### src/rtl/core/plle_pkg.sv
package plle_pkg;

    localparam int PLLE_CAPACITY = 64;

    localparam int REQ_W  = 3;
    localparam int POS_W  = 7;
    localparam int VAL_W  = 32;
    localparam int SIZE_W = 7;
    localparam int STAT_W = 2;

    localparam int IN_DATA_W  = 40;
    localparam int OUT_DATA_W = 40;

    localparam logic [REQ_W-1:0] REQ_APPEND  = 3'd0;
    localparam logic [REQ_W-1:0] REQ_INSERT  = 3'd1;
    localparam logic [REQ_W-1:0] REQ_DEL_AT  = 3'd2;
    localparam logic [REQ_W-1:0] REQ_DEL_VAL = 3'd3;
    localparam logic [REQ_W-1:0] REQ_READ    = 3'd4;
    localparam logic [REQ_W-1:0] REQ_CLEAR   = 3'd5;

    localparam logic [STAT_W-1:0] STAT_OK       = 2'd0;
    localparam logic [STAT_W-1:0] STAT_FULL     = 2'd1;
    localparam logic [STAT_W-1:0] STAT_RANGE    = 2'd2;
    localparam logic [STAT_W-1:0] STAT_NOTFOUND = 2'd3;

    typedef struct packed {
        logic [REQ_W-1:0] req_type;
        logic [POS_W-1:0] position;
        logic [VAL_W-1:0] value;
    } plle_req_t;

    typedef struct packed {
        logic [VAL_W-1:0]  read_value;
        logic [SIZE_W-1:0] list_size;
        logic [STAT_W-1:0] status;
    } plle_res_t;

    typedef struct packed {
        logic equal;
        logic below;
        logic next_below;
        logic match;
    } plle_flags_t;

endpackage

### src/rtl/core/plle_step.sv
module plle_step
    import plle_pkg::*;
#(
    parameter int CAPACITY = PLLE_CAPACITY,
    localparam int CW = $clog2(CAPACITY + 1)
)
(
    input  logic [CW-1:0]    idx,
    input  logic [CW-1:0]    limit,
    input  logic             down,
    input  logic [VAL_W-1:0] rdata,
    input  logic [VAL_W-1:0] value,
    output logic [CW-1:0]    next_idx,
    output plle_flags_t      flags
);

    assign next_idx = down ? CW'(idx - 1'b1) : CW'(idx + 1'b1);

    assign flags.equal      = (idx == limit);
    assign flags.below      = (idx < limit);
    assign flags.next_below = (next_idx < limit);
    assign flags.match      = (rdata == value);

endmodule

### src/rtl/core/plle_ctrl.sv
module plle_ctrl
    import plle_pkg::*;
#(
    parameter int CAPACITY = PLLE_CAPACITY
)
(
    input  logic      clk,
    input  logic      rst_n,
    input  logic      req_valid,
    input  plle_req_t req,
    output logic      idle,
    output logic      res_valid,
    input  logic      res_take,
    output plle_res_t res
);

    localparam int CW = $clog2(CAPACITY + 1);
    localparam int AW = $clog2(CAPACITY);
    localparam int PW = (CW > POS_W) ? CW : POS_W;

    typedef enum logic [8:0] {
        ST_IDLE     = 9'b000000001,
        ST_INS      = 9'b000000010,
        ST_INS_WR   = 9'b000000100,
        ST_SCAN     = 9'b000001000,
        ST_SCAN_CMP = 9'b000010000,
        ST_CLOSE    = 9'b000100000,
        ST_CLOSE_WR = 9'b001000000,
        ST_RD_WAIT  = 9'b010000000,
        ST_DONE     = 9'b100000000
    } state_t;

    state_t             state_reg, state_next;
    logic [CW-1:0]      count_reg, count_next;
    logic [CW-1:0]      idx_reg, idx_next;
    logic [CW-1:0]      pos_reg, pos_next;
    logic [VAL_W-1:0]   value_reg, value_next;
    logic [STAT_W-1:0]  status_reg, status_next;
    logic [VAL_W-1:0]   rd_reg, rd_next;

    logic [VAL_W-1:0]   mem [CAPACITY];
    logic [VAL_W-1:0]   rdata_reg;
    logic               we;
    logic [AW-1:0]      waddr;
    logic [VAL_W-1:0]   wdata;
    logic               re;
    logic [AW-1:0]      raddr;

    logic [PW-1:0]      pos_ext;
    logic [PW-1:0]      count_ext;
    logic               down;
    logic [CW-1:0]      limit;
    logic [CW-1:0]      next_idx;
    plle_flags_t        flags;

    assign pos_ext   = PW'(req.position);
    assign count_ext = PW'(count_reg);
    assign down      = (state_reg == ST_INS) || (state_reg == ST_INS_WR);
    assign limit     = (state_reg == ST_INS) ? pos_reg : count_reg;

    plle_step #(
        .CAPACITY (CAPACITY)
    ) u_step (
        .idx      (idx_reg),
        .limit    (limit),
        .down     (down),
        .rdata    (rdata_reg),
        .value    (value_reg),
        .next_idx (next_idx),
        .flags    (flags)
    );

    always_comb
    begin
        state_next  = state_reg;
        count_next  = count_reg;
        idx_next    = idx_reg;
        pos_next    = pos_reg;
        value_next  = value_reg;
        status_next = status_reg;
        rd_next     = rd_reg;
        we          = 1'b0;
        waddr       = idx_reg[AW-1:0];
        wdata       = rdata_reg;
        re          = 1'b0;
        raddr       = idx_reg[AW-1:0];

        case (state_reg)
            ST_IDLE:
            begin
                if (req_valid)
                begin
                    status_next = STAT_OK;
                    rd_next     = '0;
                    value_next  = req.value;
                    state_next  = ST_DONE;
                    case (req.req_type)
                        REQ_APPEND:
                        begin
                            if (count_reg == CW'(CAPACITY))
                            begin
                                status_next = STAT_FULL;
                            end
                            else
                            begin
                                we         = 1'b1;
                                waddr      = count_reg[AW-1:0];
                                wdata      = req.value;
                                count_next = CW'(count_reg + 1'b1);
                            end
                        end
                        REQ_INSERT:
                        begin
                            if (pos_ext > count_ext)
                            begin
                                status_next = STAT_RANGE;
                            end
                            else if (count_reg == CW'(CAPACITY))
                            begin
                                status_next = STAT_FULL;
                            end
                            else
                            begin
                                idx_next   = count_reg;
                                pos_next   = pos_ext[CW-1:0];
                                state_next = ST_INS;
                            end
                        end
                        REQ_DEL_AT:
                        begin
                            if (pos_ext >= count_ext)
                            begin
                                status_next = STAT_RANGE;
                            end
                            else
                            begin
                                idx_next   = pos_ext[CW-1:0];
                                state_next = ST_CLOSE;
                            end
                        end
                        REQ_DEL_VAL:
                        begin
                            idx_next   = '0;
                            state_next = ST_SCAN;
                        end
                        REQ_READ:
                        begin
                            if (pos_ext >= count_ext)
                            begin
                                status_next = STAT_RANGE;
                            end
                            else
                            begin
                                re         = 1'b1;
                                raddr      = pos_ext[AW-1:0];
                                state_next = ST_RD_WAIT;
                            end
                        end
                        REQ_CLEAR:
                        begin
                            count_next = '0;
                        end
                        default:
                        begin
                        end
                    endcase
                end
            end
            ST_INS:
            begin
                if (flags.equal)
                begin
                    we         = 1'b1;
                    wdata      = value_reg;
                    count_next = CW'(count_reg + 1'b1);
                    state_next = ST_DONE;
                end
                else
                begin
                    re         = 1'b1;
                    raddr      = next_idx[AW-1:0];
                    state_next = ST_INS_WR;
                end
            end
            ST_INS_WR:
            begin
                we         = 1'b1;
                idx_next   = next_idx;
                state_next = ST_INS;
            end
            ST_SCAN:
            begin
                if (!flags.below)
                begin
                    status_next = STAT_NOTFOUND;
                    state_next  = ST_DONE;
                end
                else
                begin
                    re         = 1'b1;
                    state_next = ST_SCAN_CMP;
                end
            end
            ST_SCAN_CMP:
            begin
                if (flags.match)
                begin
                    state_next = ST_CLOSE;
                end
                else
                begin
                    idx_next   = next_idx;
                    state_next = ST_SCAN;
                end
            end
            ST_CLOSE:
            begin
                if (!flags.next_below)
                begin
                    count_next = CW'(count_reg - 1'b1);
                    state_next = ST_DONE;
                end
                else
                begin
                    re         = 1'b1;
                    raddr      = next_idx[AW-1:0];
                    state_next = ST_CLOSE_WR;
                end
            end
            ST_CLOSE_WR:
            begin
                we         = 1'b1;
                idx_next   = next_idx;
                state_next = ST_CLOSE;
            end
            ST_RD_WAIT:
            begin
                rd_next    = rdata_reg;
                state_next = ST_DONE;
            end
            ST_DONE:
            begin
                if (res_take)
                begin
                    state_next = ST_IDLE;
                end
            end
            default:
            begin
                state_next = ST_IDLE;
            end
        endcase
    end

    always_ff @(posedge clk or negedge rst_n)
    begin
        if (!rst_n)
        begin
            state_reg <= ST_IDLE;
            count_reg <= '0;
        end
        else
        begin
            state_reg <= state_next;
            count_reg <= count_next;
        end
    end

    always_ff @(posedge clk)
    begin
        idx_reg    <= idx_next;
        pos_reg    <= pos_next;
        value_reg  <= value_next;
        status_reg <= status_next;
        rd_reg     <= rd_next;
    end

    always_ff @(posedge clk)
    begin
        if (we)
        begin
            mem[waddr] <= wdata;
        end
        if (re)
        begin
            rdata_reg <= mem[raddr];
        end
    end

    assign idle           = (state_reg == ST_IDLE);
    assign res_valid      = (state_reg == ST_DONE);
    assign res.read_value = rd_reg;
    assign res.list_size  = count_ext[SIZE_W-1:0];
    assign res.status     = status_reg;

`ifndef ASSERT_OFF
    a_count_bound: assert property (@(posedge clk) disable iff (!rst_n)
        count_reg <= CW'(CAPACITY))
        else $error("list size exceeds capacity");

    a_write_in_list: assert property (@(posedge clk) disable iff (!rst_n)
        we |-> (CW'(waddr) <= count_reg))
        else $error("write beyond the end of the list");

    a_close_in_list: assert property (@(posedge clk) disable iff (!rst_n)
        (state_reg == ST_CLOSE) |-> (idx_reg < count_reg))
        else $error("gap close index outside the list");

    a_insert_grows: assert property (@(posedge clk) disable iff (!rst_n)
        (state_reg == ST_INS) && flags.equal
        |=> count_reg == CW'($past(count_reg) + 1'b1))
        else $error("insert did not grow the list");
`endif

endmodule

### src/rtl/core/positional_list_engine.sv
// Channel   Direction  tdata (low bit up)                  tuser
// s_axis    in         position[6:0], value[38:7], pad    req_type[2:0]
// m_axis    out        read_value[31:0], list_size[38:32]  status[1:0]
//
// Append, clear and rejected requests go from idle straight to the result;
// a read first waits for the registered memory read. Insert and delete move
// one entry at a time (one read, one write of the list memory per entry).
// Delete by value scans the entries, one read and compare each, before the move.
// Reset empties the list at once; the memory itself is not cleared.
// A new request is taken while the previous result still waits on m_axis.
module positional_list_engine
    import plle_pkg::*;
#(
    parameter int CAPACITY = PLLE_CAPACITY
)
(
    input  logic                  clk,
    input  logic                  rst_n,
    input  logic                  s_axis_tvalid,
    output logic                  s_axis_tready,
    // position[6:0], value[38:7], zero pad [39]
    input  logic [IN_DATA_W-1:0]  s_axis_tdata,
    // req_type[2:0]
    input  logic [REQ_W-1:0]      s_axis_tuser,
    output logic                  m_axis_tvalid,
    input  logic                  m_axis_tready,
    // read_value[31:0], list_size[38:32], zero pad [39]
    output logic [OUT_DATA_W-1:0] m_axis_tdata,
    // status[1:0]
    output logic [STAT_W-1:0]     m_axis_tuser
);

    plle_req_t              req;
    plle_res_t              res;
    logic                   idle;
    logic                   res_valid;
    logic                   res_take;
    logic                   out_valid_reg;
    logic [OUT_DATA_W-1:0]  out_data_reg;
    logic [STAT_W-1:0]      out_user_reg;

    assign req.req_type = s_axis_tuser;
    assign req.position = s_axis_tdata[POS_W-1:0];
    assign req.value    = s_axis_tdata[POS_W+VAL_W-1:POS_W];

    assign s_axis_tready = idle;
    assign res_take      = res_valid && (!out_valid_reg || m_axis_tready);

    plle_ctrl #(
        .CAPACITY (CAPACITY)
    ) u_ctrl (
        .clk       (clk),
        .rst_n     (rst_n),
        .req_valid (s_axis_tvalid),
        .req       (req),
        .idle      (idle),
        .res_valid (res_valid),
        .res_take  (res_take),
        .res       (res)
    );

    always_ff @(posedge clk or negedge rst_n)
    begin
        if (!rst_n)
        begin
            out_valid_reg <= 1'b0;
        end
        else if (res_take)
        begin
            out_valid_reg <= 1'b1;
        end
        else if (m_axis_tready)
        begin
            out_valid_reg <= 1'b0;
        end
    end

    always_ff @(posedge clk)
    begin
        if (res_take)
        begin
            out_data_reg <= {1'b0, res.list_size, res.read_value};
            out_user_reg <= res.status;
        end
    end

    assign m_axis_tvalid = out_valid_reg;
    assign m_axis_tdata  = out_data_reg;
    assign m_axis_tuser  = out_user_reg;

endmodule

### config.mk
export PLATFORM = sky130hd
export DESIGN_NAME = positional_list_engine
export DESIGN_NICKNAME = d
export VERILOG_FILES = /design/src/rtl/core/plle_pkg.sv /design/src/rtl/core/plle_step.sv /design/src/rtl/core/plle_ctrl.sv /design/src/rtl/core/positional_list_engine.sv
export SDC_FILE = /design/constraint.sdc
export NUM_CORES = 2
export LEC_CHECK = 0
export BUFFER_PORTS_ARGS = -buffer_cell sky130_fd_sc_hd__buf_2
export CORE_ASPECT_RATIO = 0.5
export CORE_MARGIN = 2
export CORE_UTILIZATION = 60
export CTS_CLUSTER_DIAMETER = 200
export CTS_CLUSTER_SIZE = 30
export DETAILED_ROUTE_END_ITERATION = 10
export PLACE_DENSITY = 0.76
export SLEW_MARGIN = 10
export SYNTH_ARGS = -nofsm -noshare
export SYNTH_HDL_FRONTEND = slang
export SYNTH_SLANG_ARGS = --single-unit
### constraint.sdc
create_clock -name clk -period 17.9 [get_ports clk]
set_input_delay 2.685 -clock clk [delete_from_list [all_inputs] [get_ports clk]]
set_output_delay 2.685 -clock clk [all_outputs]
set_load 0.005 [all_outputs]
# --- Word-level counts from Yosys, hierarchy flattened ---
# Memory sizes are Yosys's and may differ from the RTL's. A register that Yosys moved wholly into a read port is not among the register bits.
# Cells that the tools add are included.
op_classes:
  add_sub_neg: 4
  multipliers: 0
  n_div: 0
  n_lt_le_gt_ge: 4
  n_eq_ne: 29
  n_shift: 0
  n_mux: 67
  bitwise: 2
  n_reduce_logical: 19
ops:
  columns: ["cell", "count"]
  rows:
  - ["$mux W32", 5]
  - ["$pmux W32 S2", 2]
  - ["$mux W9", 9]
  - ["$pmux W9 S9", 1]
  - ["$mux W7", 11]
  - ["$pmux W7 S3", 3]
  - ["$mux W6", 10]
  - ["$pmux W9 S4", 1]
  - ["$eq A32 B32 Y1", 1]
  - ["$pmux W6 S3", 1]
  - ["$mux W1", 15]
  - ["$add A7 B1 Y7 const B", 2]
  - ["$lt A7 B7 Y1", 2]
  - ["$pmux W7 S2", 1]
  - ["$sub A7 B1 Y7 const B", 2]
  - ["$ne A3 B3 Y1 const B", 4]
  - ["$eq A9 B1 Y1 const B", 1]
  - ["$eq A9 B2 Y1 const B", 1]
  - ["$eq A9 B3 Y1 const B", 1]
  - ["$eq A9 B4 Y1 const B", 1]
  - ["$eq A9 B5 Y1 const B", 1]
  - ["$eq A9 B6 Y1 const B", 1]
  - ["$eq A9 B7 Y1 const B", 1]
  - ["$eq A9 B8 Y1 const B", 1]
  - ["other kinds (30)", 47]
totals:
  reg_bits: 138
  latch_bits: 0
  mem_bits_rw: 2048
  rom_bits: 0
  input_bits: 47
  output_inout_bits: 44
  wordCells: 136
  memories: 1
memory_table:
  columns: ["memory", "depth", "width", "read_ports", "rd_ports_with_merged_regs", "wr", "line", "rtl"]
  rows:
  - ["u_ctrl.mem", 64, 32, 1, 1, 1, "plle_ctrl.sv:41", "logic [VAL_W-1:0] mem [CAPACITY];"]

# --- Logic depth before layout (Yosys ltp) ---
logic_depth:
  depth_word: 7
  mapped_depth: 32

# --- Cells and area by module ---
# From an unflattened synthesis, not the netlist that was laid out.
hier_totals:
  hier_cells: 6285
  area_unflattened_um2: 88551.2
by_module_without_submodules:
  columns: ["mod", "instances", "cells_each", "area_per_inst_um2", "seq_area_each_um2"]
  rows:
  - ["plle_ctrl", 1, 6127, 86394.1, 65263.8]
  - ["positional_list_engine", 1, 47, 1286.2, 1256.2]
  - ["plle_step", 1, 111, 870.8, 0.0]

# --- Worst setup path after synthesis ---
# No wires, ideal clock.
synth_path:
  kind: "input to register"
  start: "in s_axis_tdata[0]"
  end: "reg u_ctrl.rdata_reg[18] (read register of u_ctrl.mem), data pin"
  setup_ps: 272
  t_arrival_ps: 5760
  t_required_ps: 17628
  setup_slack_ps: 11868
  stages: 16
  path_buffers: 4
  cell_sequence: "inv_1 -> ha_1 -> nand2b_1 -> a211oi_1 -> o21a_1 -> a211oi_1 -> buf_2 -> nor3_1 -> buf_6 -> buf_2 -> buf_2 -> mux2i_1 -> mux2i_1 -> a22oi_1 -> o21ai_0 -> or4_1"
synth_via:
  elab_chain_cells: 5
  elab_cells_between_ends: 9
  classes_between: "order compare (1); mux (8)"
synth_lines:
  columns: ["element", "line", "rtl"]
  rows:
  - ["from (decl)", "positional_list_engine.sv:22", "input logic [IN_DATA_W-1:0] s_axis_tdata,"]
  - ["$ge A7 B7 Y1", "plle_ctrl.sv:148", "if (pos_ext >= count_ext)"]
  - ["$mux W1 or $mux W6 (tied branches)", "plle_ctrl.sv:148", null]
  - ["$mux W1 or $mux W6 (tied branches)", "plle_ctrl.sv:97", "case (req.req_type)"]
  - ["$mux W1 or $mux W6 (tied branches)", "plle_ctrl.sv:91", "if (req_valid)"]
  - ["$pmux W1 S4 or $pmux W6 S3 (tied branches)", "plle_ctrl.sv:88", "case (state_reg)"]
  - ["to (decl)", "plle_ctrl.sv:42", "logic [VAL_W-1:0] rdata_reg;"]
# Several ways; a longest one is shown, not always the timed one.
# A chain may end at the register's enable or synchronous reset.

# --- Worst setup path after layout ---
layout_path:
  start: "reg u_ctrl.state_reg[6]"
  end: "reg u_ctrl.rdata_reg[6] (read register of u_ctrl.mem), data pin"
layout_via:
  elab_chain_cells: 6
  elab_cells_between_ends: 18
  classes_between: "order compare (2); eq/ne (6); mux (9); reduce/logical (1)"
layout_lines:
  columns: ["element", "line", "rtl"]
  rows:
  - ["from (decl)", "plle_ctrl.sv:33", "state_t state_reg, state_next;"]
  - ["from (signal assigned)", "plle_ctrl.sv:264", "state_reg <= state_next;"]
  - ["$eq A9 B2 Y1 or $eq A9 B3 Y1 (tied branches)", "plle_ctrl.sv:58, plle_ctrl.sv:59, plle_ctrl.sv:88", null]
  - ["$logic_or A1 B1 Y1", "plle_ctrl.sv:58", "assign down = (state_reg == ST_INS) || (state_reg == ST_INS_WR);"]
  - ["$mux W7", "plle_step.sv:17", "assign next_idx = down ? CW'(idx - 1'b1) : CW'(idx + 1'b1);"]
  - ["$lt A7 B7 Y1", "plle_step.sv:21", "assign flags.next_below = (next_idx < limit);"]
  - ["$mux W1 or $mux W6 (tied branches)", "plle_ctrl.sv:218", "if (!flags.next_below)"]
  - ["$pmux W1 S4 or $pmux W6 S3 (tied branches)", "plle_ctrl.sv:88", null]
# Several ways; a longest one is shown, not always the timed one.

==> reports/results.ini <==
[setup_path]
required_ps=18270
start_kind=register
r2r_end=u_ctrl.rdata_reg[6]
worst_setup_path_endpoint=u_ctrl.rdata_reg[6]
arrival_ps=10490
worstSetupPathType=reg -> reg
crit_fanout=167
cp_slowest_cell=a22oi_1
critical_path.most_common_cell=nor2_1
worstReg2RegStart=u_ctrl.state_reg[6]
r2r_setup_slack_ps=7780
cp-startpoint=u_ctrl.state_reg[6]
slowest_delay_ps=890
r2r_cells=28
critPathCaptureType=register

[routing]
wire_per_inst_microns=31.85
num_vias=58300
wirelength_mm=266.0
via_per_inst=6.979
first_pass_iters=6
drc=0
ant_nets=0
drtIter0Drc=10770

[clock_network]
cts_buffers=83
cts_setup_buffers=0
clock_sinks=2218
root_buffer=clkbuf_16
cts_tree=done
clk_latency_ps=750
htree_levels=3
postCtsHoldBufs=0
clk_pin_slew_ps=120
cts_buffer_depth=3
cts_resized=0

[die]
die_area_sq_um=152600
initial_core_util_pct=60.32
rows=100
die_x_microns=550.5
dieHeight_microns=277.2
io_pins=91
core_area_sq_um=148500

[timing]
fin_crit_sh_pct=56.51
worstMarginPinSlew_ps=1356
fin_tns_setup_ps=0
setup_viol=0
finalCriticalPeriod_ps=10120
whs_ps=425.7
slew_viol_final=0
fin_skew_ps=31.89
rsz0062_at_grt=false
clock.fmax_mhz=98.86
slew_headroom_pct=9.605
timing_hold_violations_final=0

[cells_and_area]
drive_gt1_share_pct=7.869
largest_reg_flops=2048
syn_to_final_growth_pct=6.000
finish.utilization_pct=63.94
final_nets=6421
regMostFlops=u_ctrl.mem
layout_common_cells=2201 x edfxtp_1, 1381 x nand2_1, 560 x nand3_1, 237 x mux2i_1, 171 x buf_4
layout_commonest_cell=edfxtp_1
stdcell_count=8353

[global_routing]
first_global_vias=54670
grt_pass1_wl_mm=374.8
grt.overflow.total=0
grt.total_usage_pct=34.37
antenna_found_initial=35
grt_max_degree=170

[yosys]
synthDistinctLibCells=82
synth_seq_area_share_pct=74.25
synth-edff-count=2201
yosys_warnings=0
synthCells=6435
async_reset_ff_share_pct=0.7665
synth_fp_nets=6511
syn_avg_cell_area_sq_um=13.92
ys.flop_type=edfxtp_1
synth_seq_cells=2218
syn_area_sq_um=89580

[power]
ir_drop_uv=190.9
power.total_mw=15.53
p_per_area_nw_per_um2=163.5
power_leakage_nw=30.99

[min_path]
worst_hold_path_type=reg -> reg

[place]
place_inst=8248
io_buffers=88
dpl.hpwl_mm=150.5
globalplace.congestion=0.9300

[outcome]
status=complete, no violations

[job]
cap_violations=0

[synthesized netlist by cell type (all sizes together) (10+ instances only)]
| library cell | number | share of area [%] |
|---|---|---|
| a22oi | 60 | 0.51 |
| or4 | 23 | 0.19 |
| a221oi | 73 | 0.71 |
| ha | 28 | 0.39 |
| a311oi | 123 | 1.2 |
| a31oi | 110 | 0.77 |
| inv | 28 | 0.12 |
| dfrtp | 16 | 0.45 |
| o21ai | 126 | 0.70 |
| a211oi | 65 | 0.54 |
| edfxtp | 2201 | 74 |
| nor4b | 121 | 1.2 |
| nor2 | 186 | 0.78 |
| and2 | 36 | 0.25 |
| nor4 | 10 | 0.087 |
| nand4 | 65 | 0.47 |
| a21oi | 132 | 0.74 |
| o31ai | 22 | 0.18 |
| o211ai | 18 | 0.15 |
| a32oi | 54 | 0.53 |
| o21a | 10 | 0.084 |
| mux2i | 237 | 2.6 |
| nor3 | 32 | 0.22 |
| o22ai | 58 | 0.41 |
| clkbuf | 187 | 0.78 |
| xnor2 | 38 | 0.37 |
| nand3 | 563 | 3.2 |
| nand2 | 1416 | 5.9 |
| buf | 256 | 1.4 |
| or3 | 17 | 0.12 |
| and3 | 25 | 0.17 |
[cell families (layout without fill, tap and decap cells)]
| kind of cell | after synthesis | in the layout | share of synthesized area (%) |
|---|---|---|---|
| simple gates | 2535 | 2535 | 12.92 |
| flops | 2218 | 2218 | 74.25 |
| compound gates | 899 | 899 | 7.013 |
| buf+inv | 472 | 391 | 2.300 |
| mux | 242 | 242 | 2.711 |
| xor+xnor | 39 | 39 | 0.3813 |
| fa+ha+maj | 29 | 29 | 0.4134 |
| other cells | 1 | 11 | 0.004186 |
[final cells by class]
| cell class | instances | area [sq um] |
|---|---|---|
| Timing Repair Buffer | 268 | 1896 |
| Multi-Input combinational cell | 3745 | 21730 |
| Fill cell | 10260 | 53560 |
| Inverter | 29 | 108.9 |
| Clock buffer | 92 | 2175 |
| Antenna cell | 10 | 25.02 |
| Clock inverter | 2 | 20.02 |
| Tap cell | 1989 | 2489 |
| Sequential cell | 2218 | 66520 |
[stage by stage]
stage          instance area [sq um]  setup slack [ps]
3_5_place_dp                   92720              7996
6_report                       94960              7785
2_1_floorplan                  89580             11870
5_1_grt                        94940              7485
3_3_place_gp                   92720              8147
4_1_cts                        94910              8205
[worst min path at each step]
| stage | from | endpoint | slack, ps | cells after the start |
|---|---|---|---|---|
| floorplan | u_ctrl.rd_reg[0] | m_axis_tdata[0] | 400 | 0 |
| global placement | u_ctrl.rd_reg[9] | m_axis_tdata[9] | 400 | 0 |
| detailed placement | u_ctrl.rd_reg[15] | m_axis_tdata[15] | 400 | 0 |
| CTS | u_ctrl.rd_reg[30] | m_axis_tdata[30] | 430 | 0 |
| global route | u_ctrl.rd_reg[29] | m_axis_tdata[29] | 440 | 0 |
| finish | u_ctrl.rd_reg[29] | m_axis_tdata[29] | 430 | 0 |
[worst max-delay path, delay by kind of cell, from the launching register on]
kind,cells,cell delay [ps]
AOI/OAI and AO/OA,7,2600
and+or+nand+nor,12,2420
xor gates and xnor gates,1,150
adders and majority gates,2,790
DFF,1,520
buffers and inverters,4,2520
muxes,2,360
[where the power goes]
group	leakage (nW)	switching (mW)	internal (mW)
clock network	1.08	1.47	0.875
registers	20.1	0.135	6.71
logic	9.84	4.89	1.45
total	31.0	6.50	9.03
[routing by layer]
metal  GRT usage [%]  part of all wire [%]  vias up
li1                -                     -    24140
met1           47.87                    35    28570
met2           49.26                    42     4854
met3           13.15                    18      693
met4           12.91                   4.4       32
met5          0.9381                  0.15        -
No activity file was read; power rests on OpenSTA's default activity.
